$ cat config.mk
export PLATFORM = sky130hd
export DESIGN_NAME = rc4_perm_mem
export DESIGN_NICKNAME = d
export VERILOG_FILES = /design/src/rtl/core/rc4_pkg.sv /design/src/rtl/core/rc4_perm_mem.sv
export SDC_FILE = /design/constraint.sdc
export NUM_CORES = 2
export LEC_CHECK = 0
export ABC_CLOCK_PERIOD_IN_PS = 2500
export BUFFER_PORTS_ARGS = -buffer_cell sky130_fd_sc_hd__buf_2
export CAP_MARGIN = 20
export CORE_UTILIZATION = 40
export CTS_CLUSTER_SIZE = 12
export DETAILED_ROUTE_END_ITERATION = 6
export SYNTH_ARGS = -nofsm -noshare
export SYNTH_HDL_FRONTEND = slang
export SYNTH_SLANG_ARGS = --single-unit
$ cat constraint.sdc
create_clock -name i_clk -period 2.5 [get_ports i_clk]
set_input_delay 0.5 -clock i_clk [delete_from_list [all_inputs] [get_ports i_clk]]
set_output_delay 0.5 -clock i_clk [all_outputs]
set_load 0.01 [all_outputs]
$ cat src/rtl/core/rc4_pkg.sv
// shared types and constants for the rc4 stream cipher core
// no dependencies
package rc4_pkg;

    localparam int BYTE_W     = 8;
    localparam int PERM_DEPTH = 256;
    localparam int KEY_DEPTH  = 255;

    typedef enum logic [1:0] {
        MODE_KEY_LOAD,
        MODE_REKEY,
        MODE_DATA
    } t_mode;

    typedef struct packed {
        logic              clr;
        logic              we;
        logic [BYTE_W-1:0] waddr;
        logic [BYTE_W-1:0] wdata;
        logic              re;
        logic [BYTE_W-1:0] raddr;
    } t_perm_req;

endpackage

$ cat src/rtl/core/rc4_perm_mem.sv
// permutation memory: 256 x 8 synchronous ram, one write and one read port
// entries without a valid bit read as their own index; uses rc4_pkg
module rc4_perm_mem (
    input  logic                       i_clk,
    input  logic                       i_rst_n,
    input  rc4_pkg::t_perm_req         i_req,
    output logic [rc4_pkg::BYTE_W-1:0] o_rdata
);
    import rc4_pkg::*;

    logic [BYTE_W-1:0]     r_mem [0:PERM_DEPTH-1];
    logic [PERM_DEPTH-1:0] r_vld_bits;
    logic [BYTE_W-1:0]     r_q;
    logic [BYTE_W-1:0]     r_raddr;
    logic                  r_vld;
    logic                  r_fwd;
    logic [BYTE_W-1:0]     r_fwd_data;

    always_ff @(posedge i_clk) begin
        if (i_req.we) begin
            r_mem[i_req.waddr] <= i_req.wdata;
        end
        if (i_req.re) begin
            r_q <= r_mem[i_req.raddr];
        end
    end

    always_ff @(posedge i_clk) begin
        if (!i_rst_n) begin
            r_vld_bits <= '0;
        end else if (i_req.clr) begin
            r_vld_bits <= '0;
        end else if (i_req.we) begin
            r_vld_bits[i_req.waddr] <= 1'b1;
        end
    end

    // read side flags, write in the same cycle forwards
    always_ff @(posedge i_clk) begin
        if (i_req.re) begin
            r_raddr    <= i_req.raddr;
            r_vld      <= r_vld_bits[i_req.raddr];
            r_fwd      <= i_req.we && (i_req.waddr == i_req.raddr);
            r_fwd_data <= i_req.wdata;
        end
    end

    assign o_rdata = r_fwd ? r_fwd_data : (r_vld ? r_q : r_raddr);

endmodule

# Word-level counts from Yosys, hierarchy flattened
# Memories as Yosys holds them, arrays and structs flattened. A register that Yosys moved wholly into a read port is not among the register bits.
# Index checks and enable logic that the tools add are counted.
totals:
  ramBits: 2048
  output_inout_bits: 8
  regBits: 274
  n_memories: 1
mem_list:
  columns: ["memory", "depth", "width", "rd", "rd_ports_with_merged_regs", "wr", "line", "rtl"]
  rows:
  - ["r_mem", 256, 8, 1, 1, 1, "rc4_perm_mem.sv:11", "logic [BYTE_W-1:0] r_mem [0:PERM_DEPTH-1];"]
op_classes:
  bitwise_logic: 2
  eq_ne: 1
  magnitude_cmp: 3
  reduce_logical: 3
  mux: 8
op_table:
  columns: ["operator", "count"]
  rows:
  - ["256-bit OR", 1]
  - ["8-bit by 9-bit < comparator with 1-bit output, second input constant", 2]
  - ["8-bit 2-to-1 mux", 2]
  - ["1-bit binary-select mux with 8-bit select", 1]
  - ["1-bit demux with 8-bit select", 1]
  - ["8-bit == test", 1]
  - ["8-bit by 1-bit greater-or-equal comparator with 1-bit output, second input constant", 1]
  - ["1-bit 2-to-1 mux", 4]
  - ["1-bit logical AND", 2]
  - ["2-bit OR reduction", 1]
  - ["1-bit NOT", 1]

# Depth between registers and ports, before layout
depth:
  depth_word: 5
  depth_mapped: 12
  depth_no_buf: 7

# Worst setup path before layout
# OpenSTA, ideal clock, no wires.
synth_timing:
  path_type: "input to register"
  from: "input i_req[0] (netlist bit)"
  to: "register r_q[2] (read register of r_mem) (data pin)"
  setup_time_ns: 0.264
  path_slack_ns: -0.138
  required_time_ns: 2.236
  arrival_ns: 2.374
  path_buffers: 5
  stages: 10
  path_cell_list: "buf_6 buf_12 buf_12 buf_6 buf_6 mux4_2 mux2i_1 nor3_1 nor4_1 nor3_2"
synth_rtl:
  columns: ["element", "line", "rtl"]
  rows:
  - ["start: declaration", "rc4_perm_mem.sv:6", "input rc4_pkg::t_perm_req i_req,"]
  - ["end: declaration", "rc4_perm_mem.sv:13", "logic [BYTE_W-1:0] r_q;"]

# Worst setup path in the final report
layout_timing:
  from: "register r_vld"
  to: "output o_rdata[6] (netlist bit)"
layout_between:
  elab_chain_len: 2
layout_rtl:
  columns: ["element", "line", "rtl"]
  rows:
  - ["start: declaration", "rc4_perm_mem.sv:15", "logic r_vld;"]
  - ["start signal: assignment", "rc4_perm_mem.sv:42", "r_vld <= r_vld_bits[i_req.raddr];"]
  - ["8-bit 2-to-1 mux (2 in a row)", "rc4_perm_mem.sv:48", "assign o_rdata = r_fwd ? r_fwd_data : (r_vld ? r_q : r_raddr);"]
  - ["end: declaration", "rc4_perm_mem.sv:7", "output logic [rc4_pkg::BYTE_W-1:0] o_rdata"]
# No other way between the ends.

==> impl_metrics.ini <==
[worst_setup_path]
critical_path.max_stage_delay_ns = 0.46
worst_ep_required_ns = 2.00
cp_cell_sequence = buf_4, mux2i_2, o21ai_1, buf_4, buf_2
critPathKind = reg2out
crit_fanout = 3
crit_path_top_delay_cell = edfxtp_1
critical_path.top_delay_family = buffers and inverters
wp_data_arrival_ns = 2.12
critical_path_endpoint_category = output pin
crit_path_start_kind = flop
worst-path-buf-inv = 3
critical-path-top-cell-by-count = buf_4

[clocking]
clock_tree_from_tritoncts = built
numClockSinks = 2330
clk-insertion-delay-late_ns = 0.90
path_clk_slew_ns = 0.06
clock-root-buffer = clkbuf_16
numCtsBuffers = 232
depth_of_the_cts_h_tree = 4
cts_max_path_buffers = 3

[final_layout]
layout-drive-gt1-share = 0.2929
final_common_cell = edfxtp_1
layout_common_cells = edfxtp_1 (2,074), nor2_1 (732), buf_4 (715), mux4_2 (451), mux2i_1 (290)
final_core_utilization = 0.4799
fin_area_um2 = 107900
finish.cell_count_without_fillers = 8827
nets = 5650
nFillCells = 18648
syn_to_layout_area_delta_pct = 19.09

[route]
drtAntennaViolNets = 0
first_pass_iters = 5
route.detailed.wl_per_inst_um = 27.29
drc = 0
num_vias = 49068
detail_route.vias_per_cell = 5.559
routed_wirelength_um = 240900
initialDrtViolationCount = 5503

[die]
floorplan.io_pins = 37
initial_utilization = 0.4029
std_cell_rows = 174
die_h_um = 478.0
die_width_um = 478.0
core_area_um2 = 224900
fp.dieArea_um2 = 228500

[run]
drv_cap = 0

[global_routing]
number_of_antenna_violations_at_the_first_check_in_global_routing = 17
overflow = 0
first_pass_grt_wire_length_um = 348100
grt_max_degree = 97
groute.usage.overall = 0.2094
grt_pass1_vias = 49161

[placement]
dpl_cell_area_um2 = 100200
gp_congestion = 0.8590
dp.final_hpwl_um = 158400
numPortBuffers = 36
number_of_placed_cells_counting_well_taps = 8371

[timing]
period_needed_ns = 2.623
clock_skew_ns = 0.06279
finalMaxSlewViolations = 0
report.final.hold_viol_count = 0
timing.max_slew.rel_slack = 0.3950
final_setup_violation_count = 8
finalCritPeriodShare = 1.049
rsz0062_at_grt = yes
layout_setup_ws_ns = -0.1230
worst_pin_slew_ns = 0.9006
setup-tns-final_ns = -0.7047
max_clock_freq_mhz = 381.2

[min_path]
min-delay-path-class = in2reg

[synth]
syn-cell-area_um2 = 90620
synth_enable_flop_cells = 2074
mappedNetlistNets = 4847
sequential_area_share_after_synthesis = 0.7438
synthesis.instances = 4818
avgSynthCellArea_um2 = 18.81
synth-async-reset-ratio = 0
ys_seq_elements = 2330
netlist-cell-type-count = 60
synthFlopType = edfxtp_1
yosys_synthesis_warning_count = 0

[status]
violated_checks = negative setup slack
outcome = finished with violations

[pwr]
power.static_leakage_uw = 0.03576
vdd_drop_max_uv = 769.0
power.density_nw_per_um2 = 748.6
==> stage by stage <==
step | total power [µW] | hold slack [ns] | setup WS [ns]
finish | 80790 | 0.08686 | -0.1230
detailed placement | 48030 | 0.4505 | -1.215
floorplan | 45590 | 0.4316 | -0.03273
global route | 82980 | 0.05730 | -0.1743
global placement | 47980 | 0.4401 | -1.207
CTS | 81370 | 0.001881 | -0.1800
==> final timing paths <==
path	start	end	slack, ns	depth (start not counted)
worst max-delay path	r_vld	o_rdata[6]	-0.12	5
worst min-delay path	i_req[15]	r_mem[54][6]	0.09	1
worst max register to register	r_mem[164][5]	r_q[5]	0.01	8
worst min register to register	r_vld_bits[186]	r_vld_bits[186]	0.46	2
==> synthesized netlist by cell type, drive strengths merged (4+ instances only) <==
library cell / n / area (µm²)
a22o: 14 / 122.6
edfxtp: 2074 / 62280
nor2b: 22 / 137.6
and2: 9 / 56.30
or3: 9 / 56.30
clkbuf: 133 / 518.0
o32ai: 4 / 42.55
nor4: 16 / 106.4
nand4: 10 / 62.56
mux2i: 294 / 2943
mux2: 6 / 67.56
mux4: 475 / 10810
o22ai: 70 / 437.9
nand2: 57 / 214.0
or2: 4 / 25.02
o22a: 4 / 35.03
o221ai: 92 / 812.0
o211ai: 8 / 60.06
a22oi: 32 / 240.2
a211oi: 29 / 222.7
a221oi: 17 / 155.1
xnor2: 5 / 43.79
nand3: 26 / 130.1
dfxtp: 256 / 5125
a21oi: 92 / 460.4
nor3: 56 / 285.3
nand2b: 7 / 43.79
o21ba: 29 / 290.3
a311oi: 10 / 93.84
o311ai: 7 / 61.31
o31ai: 10 / 75.07
nor2: 734 / 2755
o21ai: 20 / 100.1
buf: 167 / 1602
==> worst reg2reg max path: stages, from the launching register on <==
cell and delay (ns):
edfxtp_1 0.38, mux4_2 0.52, a22o_1 0.27, a221oi_2 0.27, buf_4 0.18, o22ai_4 0.08, a311oi_2 0.31, buf_4 0.19
nor3_1 0.04
==> logic make-up after synthesis <==
family                 synth area share
flip-flops                       0.7438
AND/OR/NAND/NOR                 0.04349
multiplexers                     0.1525
AO/OA/AOI/OAI                   0.03580
buffers and inverters           0.02361
XOR/XNOR                      0.0007732
==> layer usage <==
layer / track usage / part of all wire
met5: 0 / 0
met4: 0.07058 / 0.031
met3: 0.03048 / 0.069
met2: 0.3390 / 0.48
met1: 0.2904 / 0.42
==> state kept, by name, summed over array words and instances (netlist names) <==
| register | cells |
|---|---|
| r_q | 8 |
| r_raddr | 8 |
| r_vld | 1 |
| r_vld_bits | 256 |
| r_fwd | 1 |
| r_mem | 2048 |
| r_fwd_data | 8 |
==> power breakdown <==
part / total [µW] / internal (µW) / switching (µW)
sequential: 42500 / 42500 / 40.9
combinational: 4790 / 1960 / 2830
clock: 33500 / 18800 / 14700
total: 80800 / 63200 / 17600
==> final cells by class <==
class	count	area, µm²	share of cell area
Antenna cell	4	10.01	0.00009275
Clock buffer	396	6733	0.06238
Clock inverter	48	629.4	0.005832
Inverter	3	13.76	0.0001275
Multi-Input combinational cell	2184	21350	0.1978
Sequential cell	2330	67400	0.6246
Tap cell	2992	3744	0.03469
Timing Repair Buffer	870	8040	0.07450
==> repair_timing <==
item                                    in CTS  in global routing
setup buffers                                3                  1
pin swaps                                    4                 10
gates cloned                                 0                  0
resized for setup                           28                 27
hold buffers                                 4                  0
endpoints found under the hold margin       45                  0
endpoints found under the setup margin      16                 16
(Power assumes the default switching activity.)
